### src/hdl/assert_macros.svh
// Assertion macros shared by the blob centroid RTL.
// Every macro samples on clk_i and is disabled while rst_ni is low.
`ifndef ASSERT_MACROS_SVH
`define ASSERT_MACROS_SVH

// Check a property on every clock edge outside reset.
`define CBC_ASSERT(lbl, prop, msg) \
  lbl: assert property (@(posedge clk_i) disable iff (!rst_ni) (prop)) else $error(msg);

// Check that a condition implies a consequence in the same cycle.
`define CBC_ASSERT_IMP(lbl, cond, cons, msg) \
  lbl: assert property (@(posedge clk_i) disable iff (!rst_ni) (cond) |-> (cons)) \
    else $error(msg);

// Check that a condition implies a consequence in the next cycle.
`define CBC_ASSERT_NEXT(lbl, cond, cons, msg) \
  lbl: assert property (@(posedge clk_i) disable iff (!rst_ni) (cond) |=> (cons)) \
    else $error(msg);

`endif

### src/hdl/cbc_pkg.sv
// Shared types, widths and constants of the blob centroid core.
// No dependencies; every other file but assert_macros.svh imports it.
package cbc_pkg;

  localparam int COLOR_W    = 8;
  localparam int COORD_W    = 10;
  localparam int MEAN_W     = 14;
  localparam int CNT_OUT_W  = 21;
  localparam int CFG_W      = 11;
  localparam int CFG_IDX_W  = 1;
  localparam int QUOT20_W   = 7;
  localparam int THR_W      = 2 * QUOT20_W;

  localparam int DEF_MAX_WIDTH  = 1024;
  localparam int DEF_MAX_HEIGHT = 1024;
  localparam int DEF_FRAC_BITS  = 4;
  localparam int DEF_FIFO_DEPTH = 4;

  // Register indexes of the configuration port.
  localparam logic [CFG_IDX_W-1:0] REG_FRAME_WIDTH  = 1'b0;
  localparam logic [CFG_IDX_W-1:0] REG_FRAME_HEIGHT = 1'b1;

  localparam logic [CFG_W-1:0] FRAME_WIDTH_RST  = 11'd320;
  localparam logic [CFG_W-1:0] FRAME_HEIGHT_RST = 11'd240;

  // Blueness test: 5*b > 6*c + 50 against both other channels.
  localparam int BLUE_LHS_MUL = 5;
  localparam int BLUE_RHS_MUL = 6;
  localparam int BLUE_OFFSET  = 50;
  localparam int TEST_W       = 11;

  // v / 20 for v < 2048 as (v * 3277) >> 16.
  localparam int RECIP20       = 3277;
  localparam int RECIP20_SHIFT = 16;
  localparam int RECIP20_W     = 12;
  localparam int PROD20_W      = CFG_W + RECIP20_W;

  // Classified pixel as held in the queue.
  typedef struct packed {
    logic [COORD_W-1:0] x_pos;
    logic [COORD_W-1:0] y_pos;
    logic               blue;
    logic               frame_end;
  } item_t;

  function automatic logic [QUOT20_W-1:0] div20(input logic [CFG_W-1:0] v);
    logic [PROD20_W-1:0] prod;
    prod = PROD20_W'(v) * PROD20_W'(RECIP20);
    return prod[RECIP20_SHIFT +: QUOT20_W];
  endfunction

endpackage

### src/hdl/cbc_fifo.sv
// Short queue of classified pixels between the front end and the accumulator.
// Depends on cbc_pkg for item_t.
module cbc_fifo import cbc_pkg::*; #(
  parameter int DEPTH = DEF_FIFO_DEPTH
) (
  input  logic  clk_i,
  input  logic  rst_ni,
  input  logic  push_i,
  input  item_t item_i,
  output logic  full_o,
  input  logic  pop_i,
  output logic  valid_o,
  output item_t item_o
);

  localparam int PTR_W = (DEPTH > 1) ? $clog2(DEPTH) : 1;
  localparam int CNT_W = $clog2(DEPTH + 1);

  item_t            mem_q [DEPTH];
  logic [PTR_W-1:0] wr_ptr_q, wr_ptr_d;
  logic [PTR_W-1:0] rd_ptr_q, rd_ptr_d;
  logic [CNT_W-1:0] cnt_q, cnt_d;

  assign full_o  = (cnt_q == CNT_W'(DEPTH));
  assign valid_o = (cnt_q != '0);
  assign item_o  = mem_q[rd_ptr_q];

  always_comb begin
    wr_ptr_d = wr_ptr_q;
    rd_ptr_d = rd_ptr_q;
    cnt_d    = cnt_q;
    if (push_i) begin
      wr_ptr_d = (wr_ptr_q == PTR_W'(DEPTH - 1)) ? '0 : wr_ptr_q + 1'b1;
    end
    if (pop_i) begin
      rd_ptr_d = (rd_ptr_q == PTR_W'(DEPTH - 1)) ? '0 : rd_ptr_q + 1'b1;
    end
    case ({push_i, pop_i})
      2'b10:   cnt_d = cnt_q + 1'b1;
      2'b01:   cnt_d = cnt_q - 1'b1;
      default: cnt_d = cnt_q;
    endcase
  end

  always_ff @(posedge clk_i or negedge rst_ni) begin
    if (!rst_ni) begin
      wr_ptr_q <= '0;
      rd_ptr_q <= '0;
      cnt_q    <= '0;
    end else begin
      wr_ptr_q <= wr_ptr_d;
      rd_ptr_q <= rd_ptr_d;
      cnt_q    <= cnt_d;
    end
  end

  always_ff @(posedge clk_i) begin
    if (push_i) begin
      mem_q[wr_ptr_q] <= item_i;
    end
  end

endmodule

### config.mk
export PLATFORM = sky130hd
export DESIGN_NAME = cbc_fifo
export DESIGN_NICKNAME = d
export VERILOG_FILES = /design/src/hdl/assert_macros.svh /design/src/hdl/cbc_pkg.sv /design/src/hdl/cbc_fifo.sv
export SDC_FILE = /design/constraint.sdc
export NUM_CORES = 1
export LEC_CHECK = 0
export BUFFER_PORTS_ARGS = -buffer_cell sky130_fd_sc_hd__buf_2
export CORE_ASPECT_RATIO = 2
export CORE_MARGIN = 2
export CORE_UTILIZATION = 35
export DETAILED_ROUTE_END_ITERATION = 16
export MAX_ROUTING_LAYER = met4
export PLACE_DENSITY = 0.52
export REMOVE_ABC_BUFFERS = 1
export SLEW_MARGIN = 40
export SYNTH_ARGS = -nofsm -noshare
export SYNTH_HDL_FRONTEND = slang
export SYNTH_SLANG_ARGS = --single-unit
export TNS_END_PERCENT = 100
### constraint.sdc
create_clock -name clk_i -period 3.76 [get_ports clk_i]
set_clock_uncertainty 0.05 [all_clocks]
set_input_delay 0.376 -clock clk_i [delete_from_list [all_inputs] [get_ports clk_i]]
set_output_delay 0.376 -clock clk_i [all_outputs]
set_load 0.02 [all_outputs]
==> impl_metrics.json <==
{
  "grt_pass1_wl_mm": 9.80,
  "setup_tns_ns": 0,
  "maxCapViolCount": 0,
  "cts-root-buf": "clkbuf_16",
  "synth_compound_area_share_pct": 0.414,
  "cts_setup_buffers": 0,
  "ys_types": 19,
  "core-area_um2": 10100,
  "crit_fanout": 13,
  "rows": 52,
  "seq_area_frac_synth_pct": 77.6,
  "crit_arrival_ns": 1.91,
  "dp_slack_ns": 1.57,
  "r2r_setup_slack_ns": 1.98,
  "stdcell_count": 354,
  "clk_path_buf_depth": 2,
  "synth_top_family_by_area": "multiplexers",
  "yosys.area_share.adder_pct": 2.62,
  "synth_simple_gate_area_share_pct": 1.62,
  "synth_top_cell_area_share_pct": 72.8,
  "vias_per_cell": 4.67,
  "io_buffer_count": 49,
  "cp_data_required_time_ns": 3.33,
  "slew_violations": 0,
  "r2r_cells": 4,
  "first_pass_iters": 4,
  "start_util_pct": 36.0,
  "leakage_nw": 1.53,
  "hold_buffers": 1,
  "cts_sinks": 95,
  "dieWidth_um": 76.0,
  "clk_pin_slew_ns": 0.06,
  "p_sw_share_pct": 30.6,
  "grt_pass1_vias": 1841,
  "synth-xor-area-share_pct": 0.724,
  "synth_common_cells": "edfxtp_1, mux4_2, dfrtp_1",
  "rsz0062_at_grt": "false",
  "netSwitchingPower_mw": 1.01,
  "status": "complete, no violations",
  "insertion_delay_ns": 0.33,
  "synth_area_leaders": "edfxtp_1, mux4_2, dfrtp_1",
  "met2_usage_pct": 22.3,
  "yosysMostFrequentCell": "edfxtp_1",
  "syn_inst": 154,
  "tightest_slew_ns": 0.576,
  "power_density_nw_per_um2": 767,
  "min_to": "mem_q[0][17]",
  "syn_area_um2": 3630,
  "hold_viol_final": 0,
  "gr-total-overflow": 0,
  "cts_buffers": 9,
  "n_antenna_cell": 0,
  "synthArstFlopShare_pct": 7.37,
  "max_freq_ghz": 0.427,
  "routedWlPerCell_um": 17.8,
  "ir_drop_mv": 0.305,
  "cts-resized-gates": 0,
  "htreeDepth": 3,
  "ant_nets": 0,
  "min_path_cells": 1,
  "area_growth_pct": 18.9,
  "p_seq_share_pct": 46.1,
  "slew_headroom_pct": 61.6,
  "track_usage_pct": 12.3,
  "synth_mux_area_share_pct": 14.7,
  "critPathLaunchType": "flip-flop",
  "end_kind": "primary output",
  "yosys.area.top_type": "edfxtp_1",
  "holdCritPathClass": "in -> reg",
  "synth_ff_type": "edfxtp_1",
  "route.vias.total": 1653,
  "dieArea_um2": 11300,
  "critPathKind": "reg -> out",
  "grt_use_met1_pct": 12.1,
  "layout_setup_ws_ns": 1.42,
  "fin_crit_sh_pct": 62.2,
  "pwr-share-clk_pct": 25.8,
  "yosys_warnings": 0,
  "timing.rr.end": "mem_q[1][9]",
  "fill_cells": 894,
  "place_hpwl_mm": 4.18,
  "layout-drive-gt1-share_pct": 40.2,
  "p_int_mw": 2.30,
  "min_from": "item_i[17]",
  "route.detailed.drc": 0,
  "synth_edf_count": 88,
  "fin_nets": 248,
  "grt_busiest_layer": "met2",
  "cts_tree": "done",
  "grt_max_degree": 26,
  "synth-seq-cells": 95,
  "gp_congestion": 0.723,
  "die_y_um": 148,
  "routed_wl_mm": 6.29,
  "reg2reg_from": "wr_ptr_q[1]",
  "grt.met3_usage_pct": 3.79,
  "power_frac_comb_pct": 28.1,
  "avgSynthCellArea_um2": 23.6,
  "post-place-cells": 338,
  "setup_violations": 0,
  "io_pins": 50,
  "drtIter0Drc": 152,
  "antenna_found_initial": 0,
  "final.min_clock_period_ns": 2.34
}
how the worst max path moves through the flow:
stage	from	end	cells past startpoint
after detailed placement	rd_ptr_q[0]	item_o[21]	2
final	rd_ptr_q[1]	item_o[20]	3
after CTS	rd_ptr_q[0]	item_o[21]	2
after floorplan	rd_ptr_q[0]	item_o[0]	1
after global placement	rd_ptr_q[0]	item_o[2]	2
after global routing	rd_ptr_q[1]	item_o[18]	3
cells by family after synthesis:
family	count (synthesis)
compound gates	3
xor+xnor	3
fa+ha+maj	7
buf+inv	11
flops	95
mux	24
simple gates	11
metal layers:
layer	wire length, um	up-vias
met2	3500	38
li1	-	751
met3	279	9
met5	0	-
met1	2400	855
met4	112	0
power groups by stage:
| stage | clock [mW] | combinational [mW] | sequential, mW |
|---|---|---|---|
| floorplan | 0 | 0.640 | 1.51 |
| global placement | 0 | 0.947 | 1.55 |
| detailed placement | 0 | 0.952 | 1.55 |
| CTS | 0.868 | 0.955 | 1.53 |
| global route | 0.911 | 1.00 | 1.56 |
| finish | 0.853 | 0.931 | 1.52 |
registers in the layout, indices dropped and copies added, names as in the netlist:
name	flops
wr_ptr_q	2
cnt_q	3
mem_q	88
rd_ptr_q	2
area by class of cell:
| cell class | instances | area, um^2 | share of cell area, % |
|---|---|---|---|
| clock buffer | 10 | 229 | 5.31 |
| clock inverter | 5 | 50.0 | 1.16 |
| inverter | 6 | 22.5 | 0.522 |
| multi-input combinational | 48 | 729 | 16.9 |
| sequential | 95 | 2820 | 65.4 |
| tap | 135 | 169 | 3.92 |
| timing repair buffer | 55 | 293 | 6.79 |
cells in the final DEF (no fill, tap or decap):
master         instances
clkinvlp_4             1
dfrtp_1                6
nand2_1                2
clkbuf_16              9
dlygate4sd3_1          1
ha_1                   6
and3_1                 1
nor2_1                 2
xnor2_1                1
and2_2                 1
clkbuf_1               1
fa_1                   1
xor2_1                 2
buf_4                  5
or3_1                  2
clkinv_2               1
bufinv_16              1
edfxtp_1              88
mux4_1                 4
buf_2                 49
and2_1                 3
clkinv_1               2
mux2_2                 2
dfrtp_4                1
inv_1                  6
o21ai_0                3
mux4_2                18
critical path, cell delays in order (launching register included):
cell and delay, ns:
dfrtp_1 0.71, buf_4 0.34, mux4_2 0.34, buf_2 0.18
through the flow:
step / util, % / hold WS, ns / power [mW] / instance area, um^2
5_1_grt: 42.8 / 0.200 / 3.47 / 4310
3_3_place_gp: 39.9 / 0.177 / 2.49 / 4020
6_report: 42.8 / 0.205 / 3.31 / 4310
4_1_cts: 42.8 / 0.197 / 3.36 / 4310
2_1_floorplan: - / 0.0304 / 2.15 / 3570
3_5_place_dp: 39.9 / 0.178 / 2.51 / 4020
(Power assumes the default switching activity.)
