## src/hdl/assert_macros.svh

```systemverilog
// Assertion macros shared by the blob centroid RTL.
// Every macro samples on clk_i and is disabled while rst_ni is low.
`ifndef ASSERT_MACROS_SVH
`define ASSERT_MACROS_SVH

// Check a property on every clock edge outside reset.
`define CBC_ASSERT(lbl, prop, msg) \
  lbl: assert property (@(posedge clk_i) disable iff (!rst_ni) (prop)) else $error(msg);

// Check that a condition implies a consequence in the same cycle.
`define CBC_ASSERT_IMP(lbl, cond, cons, msg) \
  lbl: assert property (@(posedge clk_i) disable iff (!rst_ni) (cond) |-> (cons)) \
    else $error(msg);

// Check that a condition implies a consequence in the next cycle.
`define CBC_ASSERT_NEXT(lbl, cond, cons, msg) \
  lbl: assert property (@(posedge clk_i) disable iff (!rst_ni) (cond) |=> (cons)) \
    else $error(msg);

`endif

```

## src/hdl/cbc_pkg.sv

```systemverilog
// Shared types, widths and constants of the blob centroid core.
// No dependencies; every other file but assert_macros.svh imports it.
package cbc_pkg;

  localparam int COLOR_W    = 8;
  localparam int COORD_W    = 10;
  localparam int MEAN_W     = 14;
  localparam int CNT_OUT_W  = 21;
  localparam int CFG_W      = 11;
  localparam int CFG_IDX_W  = 1;
  localparam int QUOT20_W   = 7;
  localparam int THR_W      = 2 * QUOT20_W;

  localparam int DEF_MAX_WIDTH  = 1024;
  localparam int DEF_MAX_HEIGHT = 1024;
  localparam int DEF_FRAC_BITS  = 4;
  localparam int DEF_FIFO_DEPTH = 4;

  // Register indexes of the configuration port.
  localparam logic [CFG_IDX_W-1:0] REG_FRAME_WIDTH  = 1'b0;
  localparam logic [CFG_IDX_W-1:0] REG_FRAME_HEIGHT = 1'b1;

  localparam logic [CFG_W-1:0] FRAME_WIDTH_RST  = 11'd320;
  localparam logic [CFG_W-1:0] FRAME_HEIGHT_RST = 11'd240;

  // Blueness test: 5*b > 6*c + 50 against both other channels.
  localparam int BLUE_LHS_MUL = 5;
  localparam int BLUE_RHS_MUL = 6;
  localparam int BLUE_OFFSET  = 50;
  localparam int TEST_W       = 11;

  // v / 20 for v < 2048 as (v * 3277) >> 16.
  localparam int RECIP20       = 3277;
  localparam int RECIP20_SHIFT = 16;
  localparam int RECIP20_W     = 12;
  localparam int PROD20_W      = CFG_W + RECIP20_W;

  // Classified pixel as held in the queue.
  typedef struct packed {
    logic [COORD_W-1:0] x_pos;
    logic [COORD_W-1:0] y_pos;
    logic               blue;
    logic               frame_end;
  } item_t;

  function automatic logic [QUOT20_W-1:0] div20(input logic [CFG_W-1:0] v);
    logic [PROD20_W-1:0] prod;
    prod = PROD20_W'(v) * PROD20_W'(RECIP20);
    return prod[RECIP20_SHIFT +: QUOT20_W];
  endfunction

endpackage

```

## src/hdl/cbc_back.sv

```systemverilog
// Back end: frame-size registers, detection threshold and running sums.
// Depends on cbc_pkg; hands finished frames to cbc_div.
module cbc_back import cbc_pkg::*; #(
  parameter int MAX_WIDTH  = DEF_MAX_WIDTH,
  parameter int MAX_HEIGHT = DEF_MAX_HEIGHT,
  parameter int CNT_W      = $clog2(MAX_WIDTH * MAX_HEIGHT + 1),
  parameter int SUM_W      = CNT_W + COORD_W
) (
  input  logic                 clk_i,
  input  logic                 rst_ni,
  input  logic                 cfg_we_i,
  input  logic [CFG_IDX_W-1:0] cfg_idx_i,
  input  logic [CFG_W-1:0]     cfg_data_i,
  input  logic                 valid_i,
  input  item_t                item_i,
  output logic                 pop_o,
  input  logic                 busy_i,
  output logic                 start_o,
  output logic [SUM_W-1:0]     sum_x_o,
  output logic [SUM_W-1:0]     sum_y_o,
  output logic [CNT_W-1:0]     count_o
);

  localparam int unsigned CAP   = MAX_WIDTH * MAX_HEIGHT;
  localparam int          CMP_W = (CNT_W > THR_W) ? CNT_W : THR_W;

  logic [CFG_W-1:0]    width_q, height_q;
  logic [QUOT20_W-1:0] wq_q, hq_q;
  logic [THR_W-1:0]    thr;
  logic [SUM_W-1:0]    sum_x_q, sum_x_d, sum_y_q, sum_y_d;
  logic [CNT_W-1:0]    cnt_q, cnt_d;
  logic                hit;

  always_ff @(posedge clk_i or negedge rst_ni) begin
    if (!rst_ni) begin
      width_q  <= FRAME_WIDTH_RST;
      height_q <= FRAME_HEIGHT_RST;
      wq_q     <= div20(FRAME_WIDTH_RST);
      hq_q     <= div20(FRAME_HEIGHT_RST);
    end else begin
      if (cfg_we_i && cfg_idx_i == REG_FRAME_WIDTH) begin
        width_q <= cfg_data_i;
      end
      if (cfg_we_i && cfg_idx_i == REG_FRAME_HEIGHT) begin
        height_q <= cfg_data_i;
      end
      wq_q <= div20(width_q);
      hq_q <= div20(height_q);
    end
  end

  assign thr = THR_W'(wq_q) * THR_W'(hq_q);

  always_comb begin
    hit     = item_i.blue && (cnt_q < CNT_W'(CAP));
    sum_x_o = sum_x_q + (hit ? SUM_W'(item_i.x_pos) : '0);
    sum_y_o = sum_y_q + (hit ? SUM_W'(item_i.y_pos) : '0);
    count_o = cnt_q + CNT_W'(hit);
    // Hold a frame end while the divider still owns the previous frame.
    pop_o   = valid_i && !(item_i.frame_end && busy_i);
    start_o = pop_o && item_i.frame_end && (CMP_W'(count_o) > CMP_W'(thr));
    sum_x_d = sum_x_q;
    sum_y_d = sum_y_q;
    cnt_d   = cnt_q;
    if (pop_o) begin
      if (item_i.frame_end) begin
        sum_x_d = '0;
        sum_y_d = '0;
        cnt_d   = '0;
      end else begin
        sum_x_d = sum_x_o;
        sum_y_d = sum_y_o;
        cnt_d   = count_o;
      end
    end
  end

  always_ff @(posedge clk_i or negedge rst_ni) begin
    if (!rst_ni) begin
      sum_x_q <= '0;
      sum_y_q <= '0;
      cnt_q   <= '0;
    end else begin
      sum_x_q <= sum_x_d;
      sum_y_q <= sum_y_d;
      cnt_q   <= cnt_d;
    end
  end

endmodule

```

## config.mk

```make
export PLATFORM = sky130hd
export DESIGN_NAME = cbc_back
export DESIGN_NICKNAME = d
export VERILOG_FILES = /design/src/hdl/assert_macros.svh /design/src/hdl/cbc_pkg.sv /design/src/hdl/cbc_back.sv
export SDC_FILE = /design/constraint.sdc
export NUM_CORES = 1
export LEC_CHECK = 0
export BUFFER_PORTS_ARGS = -buffer_cell sky130_fd_sc_hd__buf_2
export CAP_MARGIN = 20
export CORE_MARGIN = 1
export CORE_UTILIZATION = 40
export DETAILED_ROUTE_END_ITERATION = 10
export HOLD_SLACK_MARGIN = 0.08
export SLEW_MARGIN = 20
export SYNTH_ARGS = -nofsm -noshare
export SYNTH_HDL_FRONTEND = slang
export SYNTH_SLANG_ARGS = --single-unit
```

## constraint.sdc

```tcl
create_clock -name clk_i -period 10 [get_ports clk_i]
set_input_delay 0 -clock clk_i [delete_from_list [all_inputs] [get_ports clk_i]]
set_output_delay 0 -clock clk_i [all_outputs]
set_load 0.02 [all_outputs]
```

==> impl_results.html, run 1 <==
<table>
<tr><th>Metric</th><th>Value</th></tr>
<tr><th colspan="2">Outcome</th></tr>
<tr><td>Status</td><td>finished clean</td></tr>
<tr><th colspan="2">Synth</th></tr>
<tr><td>Number of synthesized flops with an enable pin</td><td>0</td></tr>
<tr><td>Number of nets produced by synthesis</td><td>1671</td></tr>
<tr><td>Main area contributors after synthesis</td><td>dfrtp_1 22%, ha_1 20%, fa_1 14%</td></tr>
<tr><td>Top cell type's share of synthesized area</td><td>between 20 and 25%</td></tr>
<tr><td>Async set-reset flop share out of synthesis</td><td>100%</td></tr>
<tr><td>Most frequently used cell type in the post-synthesis netlist</td><td>ha_1</td></tr>
<tr><td>Mapped Cells</td><td>1345</td></tr>
<tr><td>Mean instance size in the synthesized netlist</td><td>between 9 and 10 sq um</td></tr>
<tr><td>Top FF cell, synth</td><td>dfrtp_1</td></tr>
<tr><td>Sequential area share after synthesis</td><td>between 20% and 30%</td></tr>
<tr><td>Synth warn</td><td>0</td></tr>
<tr><td>Cell type with the highest aggregate area in the netlist</td><td>dfrtp_1</td></tr>
<tr><td>Total of flip-flops plus latches after synthesis</td><td>119</td></tr>
<tr><td>Library cells used by synthesis</td><td>a little over 70</td></tr>
<tr><td>Commonest cells in the synthesized netlist</td><td>199 x ha_1, 137 x inv_1, 110 x dfrtp_1</td></tr>
<tr><td>Netlist area before placement</td><td>about 0.013 sq mm</td></tr>
<tr><th colspan="2">Place</th></tr>
<tr><td>Global placer's final weighted congestion</td><td>around 0.85</td></tr>
<tr><td>Count of buffers inserted at the top-level ports</td><td>between 100 and 150</td></tr>
<tr><td>Total half-perimeter wirelength after legalization and detailed placement</td><td>between 20 and 25 mm</td></tr>
<tr><th colspan="2">STA</th></tr>
<tr><td>WHS</td><td>~0.1 ns</td></tr>
<tr><td>Setup TNS</td><td>0 ns</td></tr>
<tr><td>Final Hold Violating Endpoints</td><td>0</td></tr>
<tr><td>Final number of setup-violating endpoints</td><td>0</td></tr>
<tr><td>Slew headroom</td><td>between 30% and 40%</td></tr>
<tr><td>Unrepaired setup endpoints after global routing</td><td>no</td></tr>
<tr><td>Max-slew violation total from the final report</td><td>0</td></tr>
<tr><td>Clock skew</td><td>approximately 0.013 ns</td></tr>
<tr><td>Maximum operating frequency</td><td>0.171 GHz</td></tr>
<tr><td>Fin crit share</td><td>58.5%</td></tr>
<tr><td>Slew of the pin with the lowest slew margin</td><td>slightly below 1 ns</td></tr>
<tr><td>Clock period minus final worst setup slack</td><td>~5.8 ns</td></tr>
<tr><th colspan="2">Die</th></tr>
<tr><td>I/O pin count</td><td>124</td></tr>
<tr><td>Overall die area</td><td>0.0326 sq mm</td></tr>
<tr><td>Site row count</td><td>64</td></tr>
<tr><td>Core area</td><td>around 0.031 sq mm</td></tr>
<tr><td>Die height</td><td>180 um</td></tr>
<tr><td>Starting utilization of the core area</td><td>between 40% and 50%</td></tr>
<tr><td>Horiz. Die Dim</td><td>roughly 180 um</td></tr>
<tr><th colspan="2">Route</th></tr>
<tr><td>Number of antenna-violating nets in the routed design</td><td>0</td></tr>
<tr><td>Post-detailed-route DRC marker count</td><td>0</td></tr>
<tr><td>Average detailed-routed wire length per instance</td><td>~16 um</td></tr>
<tr><td>Initial DRT Pass Iterations</td><td>5</td></tr>
<tr><td>Wire length after detailed routing</td><td>29.8 mm</td></tr>
<tr><td>Routed via count divided by cell count</td><td>5.30</td></tr>
<tr><td>Number of vias in the routed layout</td><td>~9900</td></tr>
<tr><td>Drt initial violations</td><td>approximately 460</td></tr>
<tr><th colspan="2">Layout</th></tr>
<tr><td>Area occupied by registers</td><td>approximately 0.003 sq mm</td></tr>
<tr><td>Net total in the final layout</td><td>approximately 1800</td></tr>
<tr><td>Multi-input combinational cell area</td><td>about 0.0091 sq mm</td></tr>
<tr><td>Ratio of cells with drive above 1 in the final layout</td><td>14.0%</td></tr>
<tr><td>Number of inserted filler cells in the final layout</td><td>approximately 3000</td></tr>
<tr><td>Layout overhead on the synthesized area</td><td>13.6%</td></tr>
<tr><th colspan="2">Power and ir drop</th></tr>
<tr><td>Leak pwr</td><td>around 7.4 nW</td></tr>
<tr><td>Highest ir drop seen on vdd</td><td>0.321 mV</td></tr>
<tr><td>Total power divided by cell area</td><td>roughly 350 mW/mm^2</td></tr>
<tr><td>Final total power</td><td>between 5 and 6 mW</td></tr>
<tr><th colspan="2">GRT</th></tr>
<tr><td>Global-route wire length before repair</td><td>about 50 mm</td></tr>
<tr><td>Vias in the first global route</td><td>10000</td></tr>
<tr><td>Total routing usage reported by global routing</td><td>between 10% and 20%</td></tr>
<tr><td>Pin count of the biggest net entering global routing</td><td>71</td></tr>
<tr><td>Number of antenna violations at the first check in global routing</td><td>3</td></tr>
<tr><td>Sum of overflow across all layers after global routing</td><td>0</td></tr>
<tr><th colspan="2">Setup path</th></tr>
<tr><td>Required time of the critical path</td><td>10.00 ns</td></tr>
<tr><td>Crit path DAT</td><td>between 5 and 6 ns</td></tr>
<tr><td>Category of the worst setup path capture point</td><td>output pin</td></tr>
<tr><td>Largest fanout on the critical path</td><td>7</td></tr>
<tr><td>CP Launch Type</td><td>flop</td></tr>
<tr><td>Critical path type</td><td>reg -&gt; out</td></tr>
<tr><th colspan="2">Clock network</th></tr>
<tr><td>Clock network latency to the later pin of the worst-skew pair</td><td>roughly 0.43 ns</td></tr>
<tr><td>Post-CTS Resized</td><td>0</td></tr>
<tr><td>H-tree lvl count</td><td>4</td></tr>
<tr><td>Number of buffers added by the clock tree synthesis step</td><td>17</td></tr>
<tr><td>Cell chosen for the clock root</td><td>clkbuf_16</td></tr>
<tr><td>Post-CTS setup repair buffer count</td><td>0</td></tr>
<tr><td>Number of clock sinks</td><td>between 100 and 150</td></tr>
<tr><td>Clock tree from TritonCTS</td><td>yes</td></tr>
<tr><td>Clock input transition at the sequential cells of the worst setup and hold paths</td><td>roughly 0.060 ns</td></tr>
<tr><td>Buffer depth of the longest clock path</td><td>2</td></tr>
<tr><th colspan="2">Hold path</th></tr>
<tr><td>Type of the worst min-delay path</td><td>in -&gt; reg</td></tr>
<tr><th colspan="2">Run</th></tr>
<tr><td>Max-cap violations</td><td>0</td></tr>
</table>
==> placed cells by master (no fill, tap or decap), types with 4 or more instances in the layout <==
| cell type | n |
|---|---|
| buf_2 | 122 |
| nor2_1 | 50 |
| and4_1 | 6 |
| clkbuf_16 | 17 |
| nand2_1 | 108 |
| o21ai_0 | 58 |
| fa_1 | 88 |
| ha_1 | 199 |
| a22o_1 | 25 |
| a211oi_1 | 12 |
| buf_4 | 7 |
| nor2b_1 | 16 |
| or2_2 | 5 |
| mux2i_1 | 9 |
| dfstp_2 | 9 |
| o21ai_1 | 12 |
| o21a_1 | 5 |
| a31oi_1 | 15 |
| nand4_1 | 17 |
| a31o_2 | 5 |
| nand3_1 | 37 |
| o31ai_1 | 19 |
| a21o_1 | 15 |
| inv_1 | 137 |
| o211ai_1 | 4 |
| nor3_1 | 18 |
| o21bai_1 | 6 |
| clkbuf_1 | 4 |
| xnor2_1 | 63 |
| xor2_1 | 37 |
| dlygate4sd3_1 | 16 |
| o311ai_1 | 4 |
| a21oi_1 | 48 |
| and2_1 | 68 |
| dfrtp_1 | 110 |
| mux2_2 | 17 |
| and3_1 | 17 |
==> registers in the layout, summed over array words and instances (netlist names) <==
| signal | cells |
|---|---|
| width_q | 11 |
| height_q | 11 |
| sum_x_q | 31 |
| cnt_q | 21 |
| sum_y_q | 31 |
| hq_q | 7 |
| wq_q | 7 |
==> stage by stage <==
stage / setup WS, ns / instance area, sq um / cells / util [%]
final: 4.15 / 14500 / 1874 / 46.7
after global placement: 4.64 / 13700 / 1823 / 44.2
after CTS: 4.11 / 14500 / 1871 / 46.7
after detailed placement: 4.58 / 13700 / 1823 / 44.2
after floorplan: 5.01 / 12700 / 1345 / -
after global routing: 3.75 / 14500 / 1874 / 46.7
==> timing repair <==
action                                 in CTS  in global routing
setup endpoints to repair                   0                  0
hold buffers                               16                  0
endpoints found under the hold margin      86                  0
==> critical path, cell delays in order (launching register included) <==
cell       delay, ns
dfrtp_1         0.43
and2_1          0.18
fa_1            0.54
inv_1           0.05
fa_1            0.47
inv_1           0.05
fa_1            0.52
inv_1           0.05
fa_1            0.52
inv_1           0.04
ha_1            0.34
a311oi_1        0.40
o31ai_1         0.12
a21oi_1         0.18
xor2_1          0.09
ha_1            0.29
nand4_1         0.14
o21ai_0         0.17
a2111oi_0       0.07
or4_1           0.42
o211ai_1        0.13
buf_2           0.21
==> final timing paths <==
check / startpoint / endpoint / slack [ns] / depth (start not counted)
worst max-delay path: wq_q[3] / start_o / 4.15 / 21
worst min-delay path: item_i[2] / sum_y_q[0] / 0.10 / 5
worst max register to register: height_q[7] / hq_q[5] / 5.07 / 15
worst min register to register: sum_y_q[0] / sum_y_q[0] / 0.48 / 2
max in group asynchronous: rst_ni / height_q[3] / 8.48 / 3
min in group asynchronous: rst_ni / sum_x_q[28] / 0.24 / 2
==> layout make-up <==
class                   count  area share, %
repair buffers            145           5.69
well taps                 396           3.42
clock buffers              21           3.04
multi-input cells        1042           62.6
diodes                      3         0.0519
inverters                 137           3.55
clock inverters            11           1.03
flip-flops and latches    119           20.7
==> cells by family after synthesis <==
logic type	count (synthesis)	share of synthesized area (%)
AOI/OAI and AO/OA	258	13.5
xor gates and xnor gates	100	6.88
adders and majority gates	287	33.4
buffers and inverters	184	5.52
DFF	119	23.5
muxes	26	2.21
and+or+nand+nor	371	15.1
==> power by group <==
| group | switching [mW] | leakage (nW) | internal (mW) |
|---|---|---|---|
| sequential | 0.0893 | 1.55 | 0.572 |
| combinational | 2.15 | 5.61 | 1.70 |
| clock | 0.236 | 0.278 | 0.392 |
| total | 2.47 | 7.44 | 2.66 |
==> metal layers <==
metal / routed length [um] / GRT usage (%)
met1: 14200 / 25.4
met2: 13900 / 31.2
met3: 1120 / 3.21
met4: 562 / 5.74
met5: 0 / 0
(Power assumes the default switching activity.)
==> run 2, diff against run 1 <==
==> constraint.sdc (replaced) <==
create_clock -name clk_i -period 5.75 [get_ports clk_i]
set_input_delay 0 -clock clk_i [delete_from_list [all_inputs] [get_ports clk_i]]
set_output_delay 0 -clock clk_i [all_outputs]
set_load 0.02 [all_outputs]
==> run 2 against run 1 <==
  * Critical path depth stayed put
  * Wire length is 0.41% lower
  * Sequential power grew 74%
  * First-iteration DRC count rose by 10%
  * Core utilization up 0.66 points
  * Flip-flop and latch count stayed put
  * Register-to-register slack lost 4.2 ns
  * Via count up 0.10%
  * Clock skew is 0.0022 ns higher
  * Count of clock-buffer cells in the layout down 3
==> impl_results.html, run 2 (synthesized netlist as in run 1, its figures left out) <==
<table>
<tr><th>Metric</th><th>Value</th></tr>
<tr><th colspan="2">Route</th></tr>
<tr><td>Number of vias in the routed layout</td><td>~10000</td></tr>
<tr><td>Initial DRT Pass Iterations</td><td>5</td></tr>
<tr><td>Post-detailed-route DRC marker count</td><td>0</td></tr>
<tr><td>Number of antenna-violating nets in the routed design</td><td>0</td></tr>
<tr><td>Routed via count divided by cell count</td><td>roughly 5.3</td></tr>
<tr><td>Wire length after detailed routing</td><td>29.7 mm</td></tr>
<tr><td>Drt initial violations</td><td>just over 500</td></tr>
<tr><td>Average detailed-routed wire length per instance</td><td>~16 um</td></tr>
<tr><th colspan="2">Setup path</th></tr>
<tr><td>CP Launch Type</td><td>flop</td></tr>
<tr><td>Category of the worst setup path capture point</td><td>output pin</td></tr>
<tr><td>Worst reg2reg endpoint</td><td>wq_q[5]</td></tr>
<tr><td>Depth of the most critical reg-to-reg path</td><td>15</td></tr>
<tr><td>Largest fanout on the critical path</td><td>7</td></tr>
<tr><td>Required time of the critical path</td><td>around 5.8 ns</td></tr>
<tr><td>Crit path DAT</td><td>5.56 ns</td></tr>
<tr><td>Launch instance of the worst register-to-register path</td><td>width_q[2]</td></tr>
<tr><td>R2r setup slk</td><td>roughly 0.84 ns</td></tr>
<tr><td>Critical path type</td><td>reg -&gt; out</td></tr>
<tr><th colspan="2">Place</th></tr>
<tr><td>Total half-perimeter wirelength after legalization and detailed placement</td><td>~23 mm</td></tr>
<tr><td>Worst setup timing slack at the placement stage</td><td>~0.37 ns</td></tr>
<tr><td>Placed Instances</td><td>between 1500 and 2000</td></tr>
<tr><td>Count of buffers inserted at the top-level ports</td><td>~120</td></tr>
<tr><td>DP Area</td><td>between 0.01 and 0.015 sq mm</td></tr>
<tr><td>Global placer's final weighted congestion</td><td>0.863</td></tr>
<tr><th colspan="2">GRT</th></tr>
<tr><td>Sum of overflow across all layers after global routing</td><td>0</td></tr>
<tr><td>Total routing usage reported by global routing</td><td>around a fifth</td></tr>
<tr><td>Pin count of the biggest net entering global routing</td><td>73</td></tr>
<tr><td>Number of antenna violations at the first check in global routing</td><td>1</td></tr>
<tr><td>Global-route wire length before repair</td><td>approximately 49 mm</td></tr>
<tr><td>Vias in the first global route</td><td>roughly 9800</td></tr>
<tr><th colspan="2">Clock network</th></tr>
<tr><td>Cell chosen for the clock root</td><td>clkbuf_16</td></tr>
<tr><td>Clock input transition at the sequential cells of the worst setup and hold paths</td><td>0.06 ns</td></tr>
<tr><td>Clock tree from TritonCTS</td><td>yes</td></tr>
<tr><td>Number of buffers added by the clock tree synthesis step</td><td>17</td></tr>
<tr><td>H-tree lvl count</td><td>4</td></tr>
<tr><td>Clock network latency to the later pin of the worst-skew pair</td><td>0.42 ns</td></tr>
<tr><td>Buffer depth of the longest clock path</td><td>2</td></tr>
<tr><td>Number of clock sinks</td><td>~120</td></tr>
<tr><th colspan="2">Die</th></tr>
<tr><td>I/O pin count</td><td>124</td></tr>
<tr><td>Overall die area</td><td>~0.033 sq mm</td></tr>
<tr><td>Core area</td><td>between 0.03 and 0.04 sq mm</td></tr>
<tr><td>Site row count</td><td>64</td></tr>
<tr><td>Die height</td><td>180 um</td></tr>
<tr><td>Starting utilization of the core area</td><td>between 40% and 50%</td></tr>
<tr><td>Horiz. Die Dim</td><td>180 um</td></tr>
<tr><th colspan="2">Hold path</th></tr>
<tr><td>Type of the worst min-delay path</td><td>in -&gt; reg</td></tr>
<tr><td>Worst hold path startpoint</td><td>item_i[12]</td></tr>
<tr><td>Hold worst-path end</td><td>sum_x_q[0]</td></tr>
<tr><td>Cells on Worst Hold Path</td><td>5</td></tr>
<tr><th colspan="2">STA</th></tr>
<tr><td>Fin crit share</td><td>~97%</td></tr>
<tr><td>Unrepaired setup endpoints after global routing</td><td>yes</td></tr>
<tr><td>Slew of the pin with the lowest slew margin</td><td>between 1 and 1.5 ns</td></tr>
<tr><td>Maximum operating frequency</td><td>0.180 GHz</td></tr>
<tr><td>Clock period minus final worst setup slack</td><td>between 5 and 6 ns</td></tr>
<tr><td>Final number of setup-violating endpoints</td><td>0</td></tr>
<tr><td>Clock skew</td><td>roughly 0.015 ns</td></tr>
<tr><td>Setup ws final</td><td>0.189 ns</td></tr>
<tr><td>WHS</td><td>roughly 0.11 ns</td></tr>
<tr><td>Max-slew violation total from the final report</td><td>0</td></tr>
<tr><td>Setup TNS</td><td>0 ns</td></tr>
<tr><td>Slew headroom</td><td>about a third</td></tr>
<tr><td>Final Hold Violating Endpoints</td><td>0</td></tr>
<tr><th colspan="2">Layout</th></tr>
<tr><td>Leading registers by flop count</td><td>sum_x_q x31, sum_y_q x31, cnt_q x21</td></tr>
<tr><td>Number of inserted filler cells in the final layout</td><td>roughly 3000</td></tr>
<tr><td>Layout overhead on the synthesized area</td><td>15.2%</td></tr>
<tr><td>Top library cells by usage in the layout, fill and taps aside</td><td>191 x ha_1, 132 x inv_1, 121 x buf_2, 108 x nand2_1, 105 x dfrtp_1</td></tr>
<tr><td>Net total in the final layout</td><td>1796</td></tr>
<tr><td>Ratio of cells with drive above 1 in the final layout</td><td>around 17%</td></tr>
<tr><td>Final standard cell area without fillers</td><td>between 0.01 and 0.015 sq mm</td></tr>
<tr><td>Final core utilization</td><td>approximately 47%</td></tr>
<tr><td>Most common cell after layout, fill and taps aside</td><td>ha_1</td></tr>
<tr><td>Layout Cells excl Fill</td><td>around 1900</td></tr>
<tr><th colspan="2">Run</th></tr>
<tr><td>Max-cap violations</td><td>0</td></tr>
<tr><th colspan="2">Power and ir drop</th></tr>
<tr><td>Highest ir drop seen on vdd</td><td>0.587 mV</td></tr>
<tr><td>Total power divided by cell area</td><td>about 660 mW/mm^2</td></tr>
<tr><td>Final total power</td><td>about 9.7 mW</td></tr>
<tr><td>Leak pwr</td><td>about 7.5 nW</td></tr>
<tr><th colspan="2">Outcome</th></tr>
<tr><td>Status</td><td>finished clean</td></tr>
</table>
[run 2: worst max-delay path by stage]
stage,slack [ns],endpoint,from,cells past startpoint
5_1_grt,-0.13,start_o,wq_q[4],21
4_1_cts,0.01,start_o,hq_q[1],22
3_5_place_dp,0.37,start_o,wq_q[3],22
2_1_floorplan,0.76,start_o,wq_q[3],20
6_report,0.19,start_o,hq_q[3],21
3_3_place_gp,0.39,start_o,wq_q[3],21
[run 2: critical path, cell delays in order (launching register included)]
cell       delay, ns
dfstp_2         0.39
and2_4          0.16
fa_1            0.52
inv_1           0.05
fa_1            0.51
inv_2           0.04
fa_1            0.51
inv_2           0.04
fa_2            0.53
inv_2           0.04
ha_4            0.29
a311oi_4        0.10
o31ai_2         0.26
a21oi_1         0.10
xor2_1          0.17
ha_1            0.29
nand4_1         0.12
o21ai_1         0.15
a2111oi_1       0.06
or4_1           0.48
o211ai_1        0.13
buf_4           0.19
[run 2: metal layers]
metal | vias up | GRT usage, % | routed length (um)
met4 | 0 | 4.51 | 362
met3 | 23 | 2.67 | 1150
li1 | 4920 | - | -
met2 | 190 | 30.9 | 13900
met1 | 4801 | 25.7 | 14200
met5 | - | 0 | 0
[run 2: cell type report]
cell class                 count  area, sq um  share of cell area (%)
antenna                        1         2.50                  0.0171
clock buffer                  18          439                    2.99
clock inverter                14          140                   0.955
inverter                     137          514                    3.50
multi-input combinational   1042         9200                    62.7
sequential                   119         3000                    20.4
tap                          396          495                    3.38
timing repair buffer         153          891                    6.07
[run 2: repair_timing]
item                                    in CTS  in global routing
endpoints found under the hold margin       69                  0
pin swaps                                    0                 27
resized for setup                            3                 36
setup buffers                                2                  2
endpoints found under the setup margin       1                  1
hold buffers                                18                  0
[run 2: power by group]
part | internal (mW) | switching [mW] | leakage [nW]
clock | 0.618 | 0.438 | 0.274
combinational | 3.47 | 4.05 | 5.65
sequential | 0.999 | 0.150 | 1.55
